$ cat src/rtl/cab_pkg.sv
`timescale 1ns / 1ps

package cab_pkg;

	// Field widths.
	localparam int REG_W     = 13;
	localparam int CFG_IDX_W = 3;
	localparam int TGT_W     = 12;
	localparam int PIX_W     = 32;
	localparam int CH_W      = 8;

	// Default bitmap size limit.
	localparam int unsigned MAX_DIM_DEF = 4096;

	// Frame clip edges saturate at the reach of the target fields.
	localparam logic [REG_W-1:0] FRAME_LIMIT = REG_W'(1 << TGT_W);

	// Configuration register indexes.
	typedef enum logic [CFG_IDX_W-1:0] {
		REG_ORIGIN_X      = 3'd0,
		REG_ORIGIN_Y      = 3'd1,
		REG_BITMAP_WIDTH  = 3'd2,
		REG_BITMAP_HEIGHT = 3'd3,
		REG_FRAME_WIDTH   = 3'd4,
		REG_FRAME_HEIGHT  = 3'd5
	} cab_reg_t;

	// Register file contents.
	typedef struct packed {
		logic [REG_W-1:0] origin_x;
		logic [REG_W-1:0] origin_y;
		logic [REG_W-1:0] bmp_w;
		logic [REG_W-1:0] bmp_h;
		logic [REG_W-1:0] frm_w;
		logic [REG_W-1:0] frm_h;
	} cab_cfg_t;

	localparam cab_cfg_t CFG_RESET = '{
		origin_x: '0,
		origin_y: '0,
		bmp_w:    REG_W'(1),
		bmp_h:    REG_W'(1),
		frm_w:    REG_W'(1),
		frm_h:    REG_W'(1)
	};

	// Placement of one pixel in the frame.
	typedef struct packed {
		logic [TGT_W-1:0] tx;
		logic [TGT_W-1:0] ty;
		logic             we;
		logic             last;
	} cab_geo_t;

endpackage

$ cat src/rtl/cab_if.sv
`timescale 1ns / 1ps

// Pixel pair entering the blitter.
interface cab_in_if;
	import cab_pkg::*;
	logic             valid;
	logic             ready;
	logic [PIX_W-1:0] source_pixel;
	logic [PIX_W-1:0] dest_pixel;

	modport source (output valid, source_pixel, dest_pixel, input ready);
	modport sink (input valid, source_pixel, dest_pixel, output ready);
endinterface

// Blended pixel and its frame placement.
interface cab_out_if;
	import cab_pkg::*;
	logic             valid;
	logic             ready;
	logic [PIX_W-1:0] blended_pixel;
	logic [TGT_W-1:0] target_x;
	logic [TGT_W-1:0] target_y;
	logic             write_enable;
	logic             last_pixel;

	modport source (output valid, blended_pixel, target_x, target_y, write_enable,
		last_pixel, input ready);
	modport sink (input valid, blended_pixel, target_x, target_y, write_enable,
		last_pixel, output ready);
endinterface

// Register write channel.
interface cab_cfg_if;
	import cab_pkg::*;
	logic                 valid;
	logic                 ready;
	logic [CFG_IDX_W-1:0] index;
	logic [REG_W-1:0]     data;

	modport source (output valid, index, data, input ready);
	modport sink (input valid, index, data, output ready);
endinterface

$ cat src/rtl/clipped_alpha_blit_core.sv
`timescale 1ns / 1ps
// An accepted input word is held in the input register, then in the result register.
// Throughput: one word per cycle; the input register and the result register form
// a two-stage pipeline stalled only by backpressure on the output.
// Reset: asynchronous, active low; clears both pipeline stages and the column and
// row counters, and sets the origins to 0 and all sizes to 1.

module clipped_alpha_blit_core #(
	parameter int unsigned MAX_DIM = cab_pkg::MAX_DIM_DEF
) (
	input logic        clk,
	input logic        arst_n,
	cab_cfg_if.sink    cfg,
	cab_in_if.sink     pix_in,
	cab_out_if.source  pix_out
);
	import cab_pkg::*;

	cab_cfg_t         cfg_q;
	cab_geo_t         geo;
	cab_geo_t         geo_s1;
	logic [PIX_W-1:0] src_s1;
	logic [PIX_W-1:0] dst_s1;
	logic             v_s1;
	logic [PIX_W-1:0] pixel;
	logic [PIX_W-1:0] pix_s2;
	cab_geo_t         geo_s2;
	logic             v_s2;
	logic             s2_load;
	logic             s1_free;
	logic             accept;

	// Register writes are always taken.
	assign cfg.ready = 1'b1;

	always_ff @(posedge clk or negedge arst_n) begin
		if (!arst_n) begin
			cfg_q <= CFG_RESET;
		end else if (cfg.valid && cfg.ready) begin
			unique case (cab_reg_t'(cfg.index))
				REG_ORIGIN_X:      cfg_q.origin_x <= cfg.data;
				REG_ORIGIN_Y:      cfg_q.origin_y <= cfg.data;
				REG_BITMAP_WIDTH:  cfg_q.bmp_w    <= cfg.data;
				REG_BITMAP_HEIGHT: cfg_q.bmp_h    <= cfg.data;
				REG_FRAME_WIDTH:   cfg_q.frm_w    <= cfg.data;
				REG_FRAME_HEIGHT:  cfg_q.frm_h    <= cfg.data;
				default: ;
			endcase
		end
	end

	// Pipeline flow control.
	assign s2_load      = !v_s2 || pix_out.ready;
	assign s1_free      = !v_s1 || s2_load;
	assign pix_in.ready = s1_free;
	assign accept       = pix_in.valid && s1_free;

	cab_walk #(
		.MAX_DIM(MAX_DIM)
	) u_walk (
		.clk   (clk),
		.arst_n(arst_n),
		.cfg   (cfg_q),
		.step  (accept),
		.geo   (geo)
	);

	// Input stage: pixels and their placement.
	always_ff @(posedge clk or negedge arst_n) begin
		if (!arst_n) begin
			v_s1 <= 1'b0;
		end else if (s1_free) begin
			v_s1 <= pix_in.valid;
		end
	end

	always_ff @(posedge clk) begin
		if (accept) begin
			src_s1 <= pix_in.source_pixel;
			dst_s1 <= pix_in.dest_pixel;
			geo_s1 <= geo;
		end
	end

	cab_blend u_blend (
		.src  (src_s1),
		.dst  (dst_s1),
		.we   (geo_s1.we),
		.pixel(pixel)
	);

	// Result stage.
	always_ff @(posedge clk or negedge arst_n) begin
		if (!arst_n) begin
			v_s2 <= 1'b0;
		end else if (s2_load) begin
			v_s2 <= v_s1;
		end
	end

	always_ff @(posedge clk) begin
		if (s2_load && v_s1) begin
			pix_s2 <= pixel;
			geo_s2 <= geo_s1;
		end
	end

	assign pix_out.valid         = v_s2;
	assign pix_out.blended_pixel = pix_s2;
	assign pix_out.target_x      = geo_s2.tx;
	assign pix_out.target_y      = geo_s2.ty;
	assign pix_out.write_enable  = geo_s2.we;
	assign pix_out.last_pixel    = geo_s2.last;

endmodule

$ cat src/rtl/cab_walk.sv
`timescale 1ns / 1ps

// Column and row walk over the bitmap, with frame placement and clipping.
module cab_walk #(
	parameter int unsigned MAX_DIM = cab_pkg::MAX_DIM_DEF
) (
	input  logic              clk,
	input  logic              arst_n,
	input  cab_pkg::cab_cfg_t cfg,
	input  logic              step,
	output cab_pkg::cab_geo_t geo
);
	import cab_pkg::*;

	localparam int CNT_W  = $clog2(MAX_DIM);
	localparam int DIM_LW = $clog2(MAX_DIM + 1);
	localparam int DIM_W  = ((DIM_LW > REG_W) ? DIM_LW : REG_W) + 1;
	localparam int GW     = (((CNT_W + 1) > REG_W) ? (CNT_W + 1) : REG_W) + 1;
	localparam logic [DIM_W-1:0] DIM_MAX = DIM_W'(MAX_DIM);

	// A bitmap size of zero acts as one; sizes above the limit saturate.
	function automatic logic [DIM_W-1:0] bmp_dim(input logic [REG_W-1:0] v);
		logic [DIM_W-1:0] w;
		w = DIM_W'(v);
		if (w == '0)
			return DIM_W'(1);
		if (w > DIM_MAX)
			return DIM_MAX;
		return w;
	endfunction

	function automatic logic [REG_W-1:0] frm_dim(input logic [REG_W-1:0] v);
		return (v > FRAME_LIMIT) ? FRAME_LIMIT : v;
	endfunction

	logic [CNT_W-1:0] col_q;
	logic [CNT_W-1:0] row_q;
	logic [DIM_W-1:0] bw;
	logic [DIM_W-1:0] bh;
	logic [DIM_W-1:0] col_nx;
	logic [DIM_W-1:0] row_nx;
	logic             end_col;
	logic             end_row;
	logic             last;
	logic [GW-1:0]    tx;
	logic [GW-1:0]    ty;
	logic             in_x;
	logic             in_y;

	// End of row and end of bitmap; a counter past a shrunk size wraps at once.
	always_comb begin
		bw      = bmp_dim(cfg.bmp_w);
		bh      = bmp_dim(cfg.bmp_h);
		col_nx  = DIM_W'(col_q) + DIM_W'(1);
		row_nx  = DIM_W'(row_q) + DIM_W'(1);
		end_col = col_nx >= bw;
		end_row = row_nx >= bh;
		last    = end_col & end_row;
	end

	// Target spot and clip test against the frame.
	always_comb begin
		tx   = {{(GW - REG_W){cfg.origin_x[REG_W-1]}}, cfg.origin_x} + GW'(col_q);
		ty   = {{(GW - REG_W){cfg.origin_y[REG_W-1]}}, cfg.origin_y} + GW'(row_q);
		in_x = !tx[GW-1] && (tx < GW'(frm_dim(cfg.frm_w)));
		in_y = !ty[GW-1] && (ty < GW'(frm_dim(cfg.frm_h)));
		geo.we   = in_x & in_y;
		geo.tx   = geo.we ? tx[TGT_W-1:0] : '0;
		geo.ty   = geo.we ? ty[TGT_W-1:0] : '0;
		geo.last = last;
	end

	// Counters advance once per accepted word.
	always_ff @(posedge clk or negedge arst_n) begin
		if (!arst_n) begin
			col_q <= '0;
			row_q <= '0;
		end else if (step) begin
			if (last) begin
				col_q <= '0;
				row_q <= '0;
			end else if (end_col) begin
				col_q <= '0;
				row_q <= row_nx[CNT_W-1:0];
			end else begin
				col_q <= col_nx[CNT_W-1:0];
			end
		end
	end

endmodule

$ cat src/rtl/cab_blend.sv
`timescale 1ns / 1ps

// Per-channel alpha blend of one pixel; destination alpha is kept.
module cab_blend (
	input  logic [cab_pkg::PIX_W-1:0] src,
	input  logic [cab_pkg::PIX_W-1:0] dst,
	input  logic                      we,
	output logic [cab_pkg::PIX_W-1:0] pixel
);
	import cab_pkg::*;

	localparam int NCH = 3;
	localparam int NW  = 2 * CH_W;

	// Rounded n/255 via the add-back reciprocal: t = n + 128, (t + t/256) / 256.
	function automatic logic [CH_W-1:0] blend_ch(
		input logic [CH_W-1:0] a,
		input logic [CH_W-1:0] s,
		input logic [CH_W-1:0] d
	);
		logic [NW-1:0] n;
		logic [NW:0]   t;
		logic [NW:0]   q;
		n = (NW'({CH_W{1'b1}}) - NW'(a)) * NW'(d) + NW'(a) * NW'(s);
		t = (NW + 1)'(n) + (NW + 1)'(1 << (CH_W - 1));
		q = t + (t >> CH_W);
		return q[NW-1:CH_W];
	endfunction

	logic [CH_W-1:0] alpha;
	logic [CH_W-1:0] ch [NCH];

	assign alpha = src[PIX_W-1 -: CH_W];

	// Red, green and blue lanes work side by side.
	for (genvar i = 0; i < NCH; i++) begin : g_ch
		assign ch[i] = blend_ch(alpha, src[i*CH_W +: CH_W], dst[i*CH_W +: CH_W]);
	end

	// Clipped spots carry an all-zero word.
	always_comb begin
		pixel = '0;
		if (we) begin
			pixel[PIX_W-1 -: CH_W] = dst[PIX_W-1 -: CH_W];
			for (int i = 0; i < NCH; i++)
				pixel[i*CH_W +: CH_W] = ch[i];
		end
	end

endmodule

$ cat src/flat_wrapper.sv
// flat-port wrapper written by rule: the top's interface ports become plain ports
module clipped_alpha_blit_core_flat import cab_pkg::*;
#(
	parameter int unsigned MAX_DIM = cab_pkg::MAX_DIM_DEF
)
  (clk, arst_n, cfg_valid, cfg_index, cfg_data, cfg_ready, pix_in_valid, pix_in_source_pixel, pix_in_dest_pixel, pix_in_ready, pix_out_valid, pix_out_blended_pixel, pix_out_target_x, pix_out_target_y, pix_out_write_enable, pix_out_last_pixel, pix_out_ready);
  cab_cfg_if cfg_i ();
  cab_in_if pix_in_i ();
  cab_out_if pix_out_i ();
  input logic clk;
  input logic arst_n;
  input wire logic [$bits(cfg_i.valid)-1:0] cfg_valid;
  input wire logic [$bits(cfg_i.index)-1:0] cfg_index;
  input wire logic [$bits(cfg_i.data)-1:0] cfg_data;
  output wire logic [$bits(cfg_i.ready)-1:0] cfg_ready;
  input wire logic [$bits(pix_in_i.valid)-1:0] pix_in_valid;
  input wire logic [$bits(pix_in_i.source_pixel)-1:0] pix_in_source_pixel;
  input wire logic [$bits(pix_in_i.dest_pixel)-1:0] pix_in_dest_pixel;
  output wire logic [$bits(pix_in_i.ready)-1:0] pix_in_ready;
  output wire logic [$bits(pix_out_i.valid)-1:0] pix_out_valid;
  output wire logic [$bits(pix_out_i.blended_pixel)-1:0] pix_out_blended_pixel;
  output wire logic [$bits(pix_out_i.target_x)-1:0] pix_out_target_x;
  output wire logic [$bits(pix_out_i.target_y)-1:0] pix_out_target_y;
  output wire logic [$bits(pix_out_i.write_enable)-1:0] pix_out_write_enable;
  output wire logic [$bits(pix_out_i.last_pixel)-1:0] pix_out_last_pixel;
  input wire logic [$bits(pix_out_i.ready)-1:0] pix_out_ready;
  assign cfg_i.valid = cfg_valid;
  assign cfg_i.index = cfg_index;
  assign cfg_i.data = cfg_data;
  assign cfg_ready = cfg_i.ready;
  assign pix_in_i.valid = pix_in_valid;
  assign pix_in_i.source_pixel = pix_in_source_pixel;
  assign pix_in_i.dest_pixel = pix_in_dest_pixel;
  assign pix_in_ready = pix_in_i.ready;
  assign pix_out_valid = pix_out_i.valid;
  assign pix_out_blended_pixel = pix_out_i.blended_pixel;
  assign pix_out_target_x = pix_out_i.target_x;
  assign pix_out_target_y = pix_out_i.target_y;
  assign pix_out_write_enable = pix_out_i.write_enable;
  assign pix_out_last_pixel = pix_out_i.last_pixel;
  assign pix_out_i.ready = pix_out_ready;
  clipped_alpha_blit_core #(.MAX_DIM(MAX_DIM)) u_core (.clk(clk), .arst_n(arst_n), .cfg(cfg_i), .pix_in(pix_in_i), .pix_out(pix_out_i));
endmodule
$ cat config.mk
export PLATFORM = sky130hd
export DESIGN_NAME = clipped_alpha_blit_core_flat
export DESIGN_NICKNAME = d
export VERILOG_FILES = /design/src/rtl/cab_pkg.sv /design/src/rtl/cab_if.sv /design/src/rtl/clipped_alpha_blit_core.sv /design/src/rtl/cab_walk.sv /design/src/rtl/cab_blend.sv /design/src/flat_wrapper.sv
export SDC_FILE = /design/constraint.sdc
export NUM_CORES = 1
export LEC_CHECK = 0
export ABC_AREA = 1
export BUFFER_PORTS_ARGS = -buffer_cell sky130_fd_sc_hd__buf_2
export CAP_MARGIN = 20
export CELL_PAD_IN_SITES_DETAIL_PLACEMENT = 0
export CELL_PAD_IN_SITES_GLOBAL_PLACEMENT = 1
export CORE_ASPECT_RATIO = 1.4
export CORE_MARGIN = 2
export CORE_UTILIZATION = 52
export CTS_CLUSTER_SIZE = 8
export DETAILED_ROUTE_END_ITERATION = 12
export GPL_TIMING_DRIVEN = 1
export PLACE_DENSITY = 0.93
export SYNTH_ARGS = -nofsm -noshare
export SYNTH_HDL_FRONTEND = slang
export SYNTH_HIERARCHICAL = 1
export SYNTH_SLANG_ARGS = --single-unit
$ cat constraint.sdc
create_clock -name clk -period 11.26 [get_ports clk]
set_input_delay 3.378 -clock clk [delete_from_list [all_inputs] [get_ports clk]]
set_output_delay 3.378 -clock clk [all_outputs]
set_load 0.03 [all_outputs]
Word-level counts from Yosys, hierarchy flattened

Index checks and enable logic that the tools add are counted.

$lt $le $gt $ge: 8
Equality and inequality tests: 5
Div/mod/pow operators: 0
Reduce and logical (&&, ||, !) cells: 21
Multipliers: 6
Muxes and demuxes: 20
Bitwise logic cells: 2
Shift-type cells: 0
$add $sub $neg: 14

Operators with widths:

| kind                                                                  | count |
|---|---|
| 14-bit two-way mux                                                    | 8 |
| 13-bit > comparator, second input constant                            | 4 |
| 16-bit by 8-bit adder with 17-bit output, second input constant       | 3 |
| 16-bit adder                                                          | 3 |
| 16-bit by 9-bit adder with 16-bit output                              | 3 |
| 16-bit by 8-bit multiplier with 16-bit output                         | 3 |
| 8-bit by 8-bit multiplier with 16-bit output                          | 3 |
| 12-bit two-way mux                                                    | 4 |
| 13-bit by 13-bit adder with 14-bit output                             | 2 |
| 13-bit by 14-bit greater-or-equal comparator with 1-bit output        | 2 |
| 14-bit by 13-bit less-than comparator with 1-bit output               | 2 |
| 12-bit by 1-bit adder with 13-bit output, second input constant       | 2 |
| 13-bit zero test                                                      | 2 |
| 13-bit two-way mux                                                    | 2 |
| 2-bit AND reduction                                                   | 7 |
| 8-bit by 8-bit subtractor with 9-bit output, first input constant     | 1 |
| 3-bit by 2-bit equality test with 1-bit output, second input constant | 2 |
| 3-bit equality test, second input constant                            | 2 |
| 1-bit two-way mux                                                     | 6 |
| 1-bit logical AND                                                     | 4 |
| 1-bit zero test                                                       | 4 |
| 3-bit by 1-bit equality test with 1-bit output, second input constant | 1 |
| 3-bit zero test                                                       | 1 |
| 1-bit bitwise AND                                                     | 2 |
| 2 further kinds                                                       | 3 |

Bits in writable memories: 0
Latch bits: 0
Memories: 0
Input bits: 85
Flip-flop bits (word level): 252
Logic and storage cells: 97
Bits in read-only memories: 0

Depth between registers and ports, before layout

Gate-level depths: netlist of the first run.

Word-level depth: 9
Gate-level depth with buffers: 43

Modules after synthesis

Netlist of the first run, hierarchy kept.

Modules (own cells, without submodules):

| module                  | cells an instance | area an instance (um^2) | instances |
|---|---|---|---|
| cab_blend               | 2370              | 16286.9                 | 1 |
| clipped_alpha_blit_core | 512               | 7703.6                  | 1 |
| cab_walk                | 684               | 4459.3                  | 1 |

Worst setup path after synthesis of the first run

No wires, ideal clock.

Path type: register to register
Start point: register u_core.src_s1[26]
End point: register u_core.pix_s2[4], in the netlist u_core/pix_out.blended_pixel[4], data pin
Path buffers: 2
Slack: 4.085 ns
Arrival time: 6.921 ns
Stages on the path, launching flop included: 36
Data required time: 11.006 ns
Path through: edfxtp_1 -> clkbuf_1 -> buf_1 -> nand2_1 -> fa_1 -> fa_1 -> inv_1 -> fa_1 -> fa_1 -> fa_1 -> inv_1 -> fa_1 -> inv_1 -> ha_1 -> nand2_1 -> inv_1 -> nand2_1 -> nand4_1 -> nand2_2 -> ha_1 -> nand3_1 -> nand2_1 -> inv_1 -> ha_1 -> a31o_2 -> nand3_1 -> nand2_1 -> or2_2 -> nand2_1 -> nand2_1 -> nand3_2 -> nand2_2 -> nand2_2 -> nand2_2 -> a21oi_1 -> nor2_1

Cells in the longest elaborated chain, start to end: 5

RTL lines:

| what                                          | line                           | RTL |
|---|---|---|
| start, declared                               | clipped_alpha_blit_core.sv:22  | `logic [PIX_W-1:0] src_s1;` |
| start signal, assigned                        | clipped_alpha_blit_core.sv:79  | `src_s1 <= pix_in.source_pixel;` |
| 8-bit by 8-bit subtractor with 9-bit output   | cab_blend.sv:24                | `n = (NW'({CH_W{1'b1}}) - NW'(a)) * NW'(d) + NW'(a) * NW'(s);` |
| 16-bit by 8-bit multiplier with 16-bit output | cab_blend.sv:24                |  |
| 16-bit adder *                                | cab_blend.sv:24                |  |
| 16-bit by 8-bit adder with 17-bit output *    | cab_blend.sv:25                | `t = (NW + 1)'(n) + (NW + 1)'(1 << (CH_W - 1));` |
| 16-bit by 9-bit adder with 16-bit output *    | cab_blend.sv:26                | `q = t + (t >> CH_W);` |
| end signal, assigned                          | clipped_alpha_blit_core.sv:103 | `pix_s2 <= pixel;` |
| end, declared                                 | clipped_alpha_blit_core.sv:26  | `logic [PIX_W-1:0] pix_s2;` |

Every way passes the cells marked *; elsewhere a longest branch is shown, timed or not.
A chain may end at the register's enable or synchronous reset.

Final worst setup path of the first run

Start point: register u_core.src_s1[28]
End point: register u_core.pix_s2[4], in the netlist u_core/pix_out.blended_pixel[4], data pin

Same word-level chain as after synthesis.

==> flow_metrics.tcl, run 1 <==
set metrics [dict create \
    status "finished clean" \
    synthArstFlopShare_pct 41.27 \
    grt_max_degree 75 \
    cp-endpoint "u_core/pix_out.blended_pixel[4]" \
    hold_viol 0 \
    ff2ff_setup_slack_ns 3.27 \
    grt_pass1_vias 23230 \
    worst_slew_pin_slew_ns 0.9655 \
    start_util_pct 52.48 \
    required_ns 11.58 \
    synthCells 3566 \
    htreeDepth 2 \
    mostFrequentLayoutCells "nand2_1 (980), inv_1 (826), ha_1 (298), fa_1 (288), nor2_1 (223)" \
    cts_tree "built" \
    numCtsBuffers 38 \
    grt_use_met1_pct 27.80 \
    ys_seq_area_share_pct 24.79 \
    synth_top_area_share_pct 20.27 \
    rr_startpoint "u_core/src_s1[28]" \
    dpl.hpwl_um 55140 \
    r2r-end "u_core/pix_out.blended_pixel[4]" \
    max_slew_margin_pct 35.49 \
    drcViolationCount 0 \
    clock_path_buffers 3 \
    place.gp.congestion 0.9081 \
    placed_cell_area_um2 29710 \
    synth_fp_nets 4237 \
    ys_ff_latch 252 \
    ios 146 \
    clk_pin_slew_ns 0.05 \
    critPathMaxFanout 31 \
    wire_per_inst_um 15.89 \
    rows 101 \
    antenna_left 0 \
    cpMostUsedCell "nand2_1" \
    hold_path_class "register to register" \
    synth_area_um2 28450 \
    startpoint_type "register" \
    postCtsHoldBufs 0 \
    core_um2 54210 \
    dpl.cell_count 4351 \
    busiest_layer "met2" \
    yosys.area.top_type "fa_1" \
    wl_um 70230 \
    antenna_found_initial 4 \
    area_growth_pct 8.497 \
    worstSkewPairLatency_ns 0.58 \
    fillCellCount 4996 \
    viasPerCell 5.065 \
    ys_warn_count 6 \
    post_cts_buffers 0 \
    die_y_um 280.8 \
    min_period_over_period_pct 70.95 \
    cp_slowest_cell "clkinv_1" \
    nets 4341 \
    drive_gt1_share_pct 8.737 \
    port_buffers 144 \
    syn_area_per_cell_um2 7.978 \
    drt_first_pass_iters 5 \
    grtUsageMet3_pct 3.177 \
    startpoint "u_core/src_s1[28]" \
    finalMaxSlewViolations 0 \
    synth_edf_count 148 \
    clock.fmax_mhz 125.2 \
    synthTopCellsByArea "fa_1 (20%), edfxtp_1 (16%), ha_1 (13%)" \
    numClockSinks 252 \
    postLayoutCellArea_um2 30870 \
    met2_usage_pct 48.31 \
    root_buffer "clkbuf_16" \
    grt_overflow_total 0 \
    grt_usage_pct 25.67 \
    cp-end-kind "register" \
    synth.distinct_cells 55 \
    cp.arrival_ns 8.31 \
    grt_pass1_wl_um 115000 \
    cts_resized 0 \
    final_core_util_pct 56.94 \
    cpPeakStageDelay_ns 0.63 \
    regArea_um2 7052 \
    multiInputGateArea_um2 17790 \
    final_common_cell "nand2_1" \
    rsz0062_at_grt "false" \
    fin_tns_setup_ns 0 \
    setup-violations-final 0 \
    synth-main-ff-cell "edfxtp_1" \
    final_cells 4419 \
    die_area_um2 56630 \
    drv_cap 0 \
    worstSetupPathType "register to register" \
    via_count 22380 \
    reg2reg_depth 35 \
    finClkSkew_ns 0.03282 \
    drt-initial-drc-count 1181 \
    period_minus_slack_ns 7.989 \
    die_x_um 201.7 \
]
## synth_stat cells, types with 18 or more instances
library cell  count
nor3_1           18
nand2_1         980
inv_1           827
nand4_1          44
xor2_1           49
nor2_2           21
clkbuf_1         46
edfxtp_1        148
fa_1            288
nand3_1         175
a21oi_1          84
xnor2_1          21
o21ai_0          28
dfrtp_1         100
nor2_4           19
ha_1            298
nor2_1          223
nand2_2          40
## critical path, delay by kind of cell (launching register included)
family / cells / cell delay [ns]
AOI/OAI and AO/OA: 2 / 0.35
DFF: 1 / 0.31
and+or+nand+nor: 17 / 1.95
adders and majority gates: 9 / 3.79
buffers and inverters: 7 / 1.28
## cell type report
class / instances / share of cell area, %
Multi-Input combinational cell: 2383 / 57.64
Sequential cell: 252 / 22.85
Inverter: 838 / 10.20
Clock buffer: 62 / 3.474
Tap cell: 721 / 2.923
Timing Repair Buffer: 157 / 2.659
Clock inverter: 5 / 0.2513
Antenna cell: 1 / 0.008107
## layer usage
metal / share of wire, % / wire [µm]
met5: 0.065 / 46
met3: 4.1 / 2884
met4: 5.8 / 4086
met1: 37 / 26080
met2: 53 / 37140
## per-stage QoR
stage	setup WS [ns]	hold slack [ns]
after global placement	3.464	0.4035
after CTS	3.277	0.3878
after detailed placement	3.300	0.4045
after floorplan	4.085	0.4003
final	3.271	0.3937
after global routing	2.645	0.3980
## kinds of logic (layout without fill, tap and decap cells)
logic type                 after synthesis  count (layout)  share of synthesized area (%)
and+or+nand+nor                       1570            1570                          23.81
buffers and inverters                  931            1062                          12.71
AOI/OAI and AO/OA                      153             153                          2.982
adders and majority gates              586             586                          33.37
other                                    1               2                        0.01318
xor gates and xnor gates                73              73                          2.327
DFF                                    252             252                          24.79
## sequential cells by signal, summed over array words and instances (netlist names), 12 cells and up
register / count
u_core/pix_out.blended_pixel: 32
u_core/dst_s1: 32
u_core/pix_out.target_y: 12
u_core/pix_out.target_x: 12
u_core/u_walk/row_q: 12
u_core/geo_s1: 26
u_core/u_walk/col_q: 12
u_core/cfg_q: 78
u_core/src_s1: 32
## worst min-delay path by stage
stage	end	depth (start not counted)	slack (ns)	from
global route	u_core/pix_out.target_x[8]	0	0.40	u_core/geo_s1[22]
detailed placement	u_core/pix_out.target_x[8]	0	0.40	u_core/geo_s1[22]
floorplan	u_core/pix_out.last_pixel	0	0.40	u_core/geo_s1[0]
finish	u_core/pix_out.target_x[8]	0	0.39	u_core/geo_s1[22]
global placement	u_core/pix_out.target_x[8]	0	0.40	u_core/geo_s1[22]
CTS	u_core/pix_out.target_x[8]	0	0.39	u_core/geo_s1[22]
Power of run 1 is not shown: default switching activity piles up to over one toggle a cycle in this logic, so the estimate is an artifact.
==> inputs of run 2 (changes only) <==
--- a/config.mk
+++ b/config.mk
@@ -5,18 +5,18 @@
 export SDC_FILE = /design/constraint.sdc
 export NUM_CORES = 1
 export LEC_CHECK = 0
-export ABC_AREA = 1
+export ABC_AREA = 0
 export BUFFER_PORTS_ARGS = -buffer_cell sky130_fd_sc_hd__buf_2
 export CAP_MARGIN = 20
 export CELL_PAD_IN_SITES_DETAIL_PLACEMENT = 0
 export CELL_PAD_IN_SITES_GLOBAL_PLACEMENT = 1
 export CORE_ASPECT_RATIO = 1.4
 export CORE_MARGIN = 2
-export CORE_UTILIZATION = 52
+export CORE_UTILIZATION = 51
 export CTS_CLUSTER_SIZE = 8
 export DETAILED_ROUTE_END_ITERATION = 12
 export GPL_TIMING_DRIVEN = 1
-export PLACE_DENSITY = 0.93
+export PLACE_DENSITY = 0.88
 export SYNTH_ARGS = -nofsm -noshare
 export SYNTH_HDL_FRONTEND = slang
 export SYNTH_HIERARCHICAL = 1
==> constraint.sdc (replaced) <==
create_clock -name clk -period 8.31 [get_ports clk]
set_input_delay 2.493 -clock clk [delete_from_list [all_inputs] [get_ports clk]]
set_output_delay 2.493 -clock clk [all_outputs]
set_load 0.03 [all_outputs]
==> flow_metrics.tcl, run 2 <==
set metrics [dict create \
    status "finished clean" \
    synthCells 2655 \
    synthTopCellsByArea "fa_1 (21%), edfxtp_1 (16%), ha_1 (14%)" \
    die_x_um 198.8 \
    drt_first_pass_iters 6 \
    worst_slew_pin_slew_ns 0.9954 \
    clock_path_buffers 3 \
    via_count 19400 \
    rsz0062_at_grt "true" \
    clock.fmax_mhz 124.2 \
    ios 146 \
    cts_tree "built" \
    rows 100 \
    finalMaxSlewViolations 0 \
    cpPeakStageDelay_ns 0.55 \
    die_y_um 276.8 \
    synth_fp_nets 3326 \
    htreeDepth 2 \
    min_period_over_period_pct 96.89 \
    cp_slowest_cell "fa_1" \
    place.gp.congestion 0.9035 \
    area_growth_pct 11.49 \
    max_slew_margin_pct 33.64 \
    clk_pin_slew_ns 0.06 \
    largest_reg_flops 78 \
    core_um2 52800 \
    wire_per_inst_um 18.59 \
    numClockSinks 252 \
    antenna_found_initial 7 \
    required_ns 8.61 \
    start_util_pct 51.33 \
    synth-main-ff-cell "edfxtp_1" \
    die_area_um2 55030 \
    startpoint_type "register" \
    grt_pass1_wl_um 107200 \
    yosys.area.top_type "fa_1" \
    antenna_left 0 \
    nets 3499 \
    cpMostUsedCell "fa_1" \
    drive_gt1_share_pct 13.80 \
    setup-violations-final 0 \
    port_buffers 144 \
    postCtsHoldBufs 0 \
    yosys-top-cells-count "inv_1 (451), ha_1 (298), fa_1 (288), nand2_1 (162), and2_1 (152)" \
    grt_pass1_vias 20790 \
    yosysMostFrequentCell "inv_1" \
    synthArstFlopShare_pct 41.27 \
    grt_max_degree 74 \
    grt_usage_pct 24.86 \
    top_register "u_core/cfg_q" \
    worst_slack_ns 0.2588 \
    synth.distinct_cells 94 \
    dp_slack_ns 0.1617 \
    grt_overflow_total 0 \
    root_buffer "clkbuf_16" \
    cp.arrival_ns 8.35 \
    drv_cap 0 \
    ys_seq_area_share_pct 26.02 \
    cp-end-kind "register" \
    fillCellCount 4606 \
    ys_warn_count 6 \
    mostFrequentLayoutCells "inv_1 (451), ha_1 (297), fa_1 (288), nand2_1 (162), and2_1 (150)" \
    dpl.hpwl_um 51960 \
    ys_ff_latch 252 \
    period_minus_slack_ns 8.051 \
    viasPerCell 5.434 \
    wl_um 66360 \
    drcViolationCount 0 \
    hold_path_class "register to register" \
    drt-initial-drc-count 896 \
    synth_edf_count 148 \
    hold_viol 0 \
    syn_area_per_cell_um2 10.21 \
    final_common_cell "inv_1" \
    worstSkewPairLatency_ns 0.58 \
    finClkSkew_ns 0.04395 \
    worstSetupPathType "register to register" \
    synth_top_area_share_pct 21.27 \
    final_core_util_pct 57.23 \
    numCtsBuffers 38 \
    critPathMaxFanout 25 \
    synth_area_um2 27100 \
]
[run 2: worst paths after layout]
kind / startpoint / cells after the start / slack (ns) / to
max: u_core/src_s1[24] / 26 / 0.26 / u_core/pix_out.blended_pixel[14]
min: u_core/geo_s1[10] / 0 / 0.41 / u_core/pix_out.target_y[8]
max reg2reg: u_core/src_s1[24] / 26 / 0.26 / u_core/pix_out.blended_pixel[14]
min reg2reg: u_core/geo_s1[10] / 0 / 0.41 / u_core/pix_out.target_y[8]
max in group asynchronous: arst_n / 2 / 5.18 / u_core/pix_out.valid
min in group asynchronous: arst_n / 1 / 1.86 / u_core/cfg_q[76]
[run 2: stage by stage]
| stage | setup TNS [ns] | cells | hold WS [ns] | instance area (µm²) |
|---|---|---|---|---|
| after floorplan | 0 | 2655 | 0.4003 | 27100 |
| after global placement | 0 | 3494 | 0.4056 | 28860 |
| after detailed placement | 0 | 3494 | 0.4045 | 28860 |
| after CTS | 0 | 3561 | 0.4089 | 30000 |
| after global routing | -0.1561 | 3569 | 0.4211 | 30220 |
| final | 0 | 3570 | 0.4065 | 30220 |
[run 2: layer usage]
metal	vias to the layer above	GRT usage, %	wire, µm
met2	446	46.11	35690
met3	161	3.422	2616
met4	8	10.62	2945
li1	9079	-	-
met1	9707	28.15	25060
met5	-	0	54
[run 2: cells by family (layout without fill, tap and decap cells)]
logic type / Yosys count / after routing / synth area share, %
simple gates: 789 / 789 / 16.25
fa+ha+maj: 592 / 592 / 35.26
buf+inv: 520 / 720 / 7.423
compound gates: 306 / 306 / 7.797
flops: 252 / 252 / 26.02
xor+xnor: 112 / 112 / 3.813
mux: 83 / 83 / 3.430
other cells: 1 / 2 / 0.01384
[run 2: worst max-delay path, delay by kind of cell (launching register included)]
kind	cells	cell delay, ns
xor+xnor	2	0.49
buf+inv	4	0.36
simple gates	3	0.55
flops	1	0.50
fa+ha+maj	10	4.49
compound gates	7	1.36
[run 2: layout make-up]
cell class / count / area [µm²] / share of cell area [%]
clock buffer: 62 / 1041 / 3.445
multi-input combinational: 1883 / 18200 / 60.22
tap: 714 / 893.4 / 2.956
antenna: 1 / 2.502 / 0.008281
clock inverter: 5 / 105.1 / 0.3478
inverter: 451 / 1693 / 5.602
timing repair buffer: 202 / 1234 / 4.082
sequential: 252 / 7052 / 23.33
[run 2: timing repair]
item | 4_1_cts | 5_1_grt
setup endpoints to repair | 0 | 16
gates resized for setup | 0 | 26
endpoints found under the hold margin | 0 | 0
setup buffers | 0 | 8
Power of run 2 is left out for the same reason.
==> inputs of run 3 (changes only) <==
--- a/config.mk
+++ b/config.mk
@@ -16,7 +16,8 @@
 export CTS_CLUSTER_SIZE = 8
 export DETAILED_ROUTE_END_ITERATION = 12
 export GPL_TIMING_DRIVEN = 1
-export PLACE_DENSITY = 0.88
+export PLACE_DENSITY = 0.93
+export SETUP_SLACK_MARGIN = 0.5
 export SYNTH_ARGS = -nofsm -noshare
 export SYNTH_HDL_FRONTEND = slang
 export SYNTH_HIERARCHICAL = 1
==> flow_metrics.tcl, run 3 (synthesis gave the netlist of run 2 again) <==
set metrics [dict create \
    max_slew_margin_pct 24.27 \
    drv_cap 0 \
    worstSetupPathType "register to register" \
    via_count 20280 \
    clock.fmax_mhz 128.8 \
    dpl.cell_count 3487 \
    rows 100 \
    postCtsHoldBufs 0 \
    fillCellCount 4246 \
    hold_viol 0 \
    grt_overflow_total 0 \
    hold_path_class "register to register" \
    antenna_found_initial 5 \
    drt-initial-drc-count 1041 \
    drt_first_pass_iters 5 \
    area_growth_pct 18.20 \
    finalMaxSlewViolations 0 \
    status "finished clean" \
    final_common_cell "inv_1" \
    grt_usage_pct 25.17 \
    viasPerCell 5.573 \
    drcViolationCount 0 \
    top_register "u_core/cfg_q" \
    ios 146 \
    period_minus_slack_ns 7.762 \
    critPathMaxFanout 9 \
    min_period_over_period_pct 93.40 \
    start_util_pct 51.33 \
    mostFrequentLayoutCells "inv_1 (444), fa_1 (279), ha_1 (266), nand2_1 (155), edfxtp_1 (148)" \
    required_ns 8.62 \
    wl_um 69980 \
    setup-violations-final 0 \
    worst_slew_pin_slew_ns 1.136 \
    cts_tree "built" \
    grt_max_degree 77 \
    startpoint_type "register" \
    die_area_um2 55030 \
    cp-end-kind "register" \
    numClockSinks 252 \
    numCtsBuffers 38 \
    antenna_left 0 \
    grt_pass1_vias 21800 \
    htreeDepth 2 \
    root_buffer "clkbuf_16" \
    clk_pin_slew_ns 0.07 \
    die_x_um 198.8 \
    fin_tns_setup_ns 0 \
    nets 3575 \
    place.gp.congestion 0.9062 \
    worstSkewPairLatency_ns 0.58 \
    clock_path_buffers 3 \
    port_buffers 144 \
    wire_per_inst_um 19.23 \
    drive_gt1_share_pct 21.11 \
    core_um2 52800 \
    finClkSkew_ns 0.03411 \
    rsz0062_at_grt "true" \
    grt_pass1_wl_um 108900 \
    die_y_um 276.8 \
    cp.arrival_ns 8.07 \
    dpl.hpwl_um 51250 \
    multiInputGateArea_um2 19270 \
    regArea_um2 7052 \
    final_cells 3639 \
    largest_reg_flops 78 \
]
run 3: repair_timing:
| item | 4_1_cts | 5_1_grt |
|---|---|---|
| pin swaps | 32 | 164 |
| gates resized for setup | 53 | 186 |
| buffers inserted | 23 | 62 |
| gates cloned | 1 | 5 |
| setup endpoints to repair | 24 | 24 |
run 3: stage by stage:
| step | cell area, µm² | util [%] | hold WS, ns | worst slack, ns |
|---|---|---|---|---|
| final | 32040 | 60.68 | 0.4155 | 0.5483 |
| after global routing | 32040 | 60.67 | 0.4220 | 0.3194 |
| after CTS | 30460 | 57.69 | 0.4159 | 0.4968 |
| after detailed placement | 28840 | 54.63 | 0.4045 | 0.06756 |
| after global placement | 28840 | 54.63 | 0.4029 | 0.2124 |
| after floorplan | 27160 | - | 0.4003 | 0.5044 |
run 3: layout make-up:
class,instances,area share [%]
multi-input cells,1883,60.13
flip-flops and latches,252,22.01
repair buffers,278,6.323
inverters,451,5.284
clock buffers,53,3.144
well taps,714,2.788
clock inverters,6,0.3007
diodes,2,0.01562
run 3: path summary, 6_finish.rpt:
| kind | start | endpoint | slack (ns) | cells past startpoint |
|---|---|---|---|---|
| worst max-delay path | u_core/src_s1[25] | u_core/pix_out.blended_pixel[20] | 0.55 | 27 |
| worst min-delay path | u_core/geo_s1[20] | u_core/pix_out.target_x[6] | 0.42 | 0 |
| worst max register to register | u_core/src_s1[25] | u_core/pix_out.blended_pixel[20] | 0.55 | 27 |
| worst min register to register | u_core/geo_s1[20] | u_core/pix_out.target_x[6] | 0.42 | 0 |
| max in group asynchronous | arst_n | u_core/cfg_q[21] | 5.17 | 2 |
| min in group asynchronous | arst_n | u_core/cfg_q[47] | 1.86 | 1 |
run 3: layer usage:
layer | vias to the layer above | wire length (µm) | global-route usage, %
li1 | 9247 | - | -
met3 | 221 | 2947 | 3.288
met5 | - | 51 | 0
met1 | 10220 | 25560 | 27.61
met4 | 8 | 3665 | 12.48
met2 | 585 | 37750 | 47.00
run 3: critical path, stage by stage (launching register included):
cell,delay [ns]
edfxtp_1,0.45
buf_4,0.17
buf_4,0.17
nand2b_1,0.17
fa_1,0.49
fa_1,0.49
inv_1,0.05
fa_1,0.51
fa_1,0.45
fa_1,0.49
inv_1,0.05
fa_1,0.47
inv_1,0.06
ha_4,0.25
a21o_1,0.18
or3_1,0.32
o22a_4,0.25
xor2_4,0.20
nand4_1,0.19
nor2b_4,0.19
ha_4,0.24
a21o_1,0.18
a21o_1,0.16
maj3_2,0.32
maj3_2,0.34
a311oi_4,0.40
or3_4,0.20
a21oi_2,0.04
Power of run 3 is left out for the same reason.
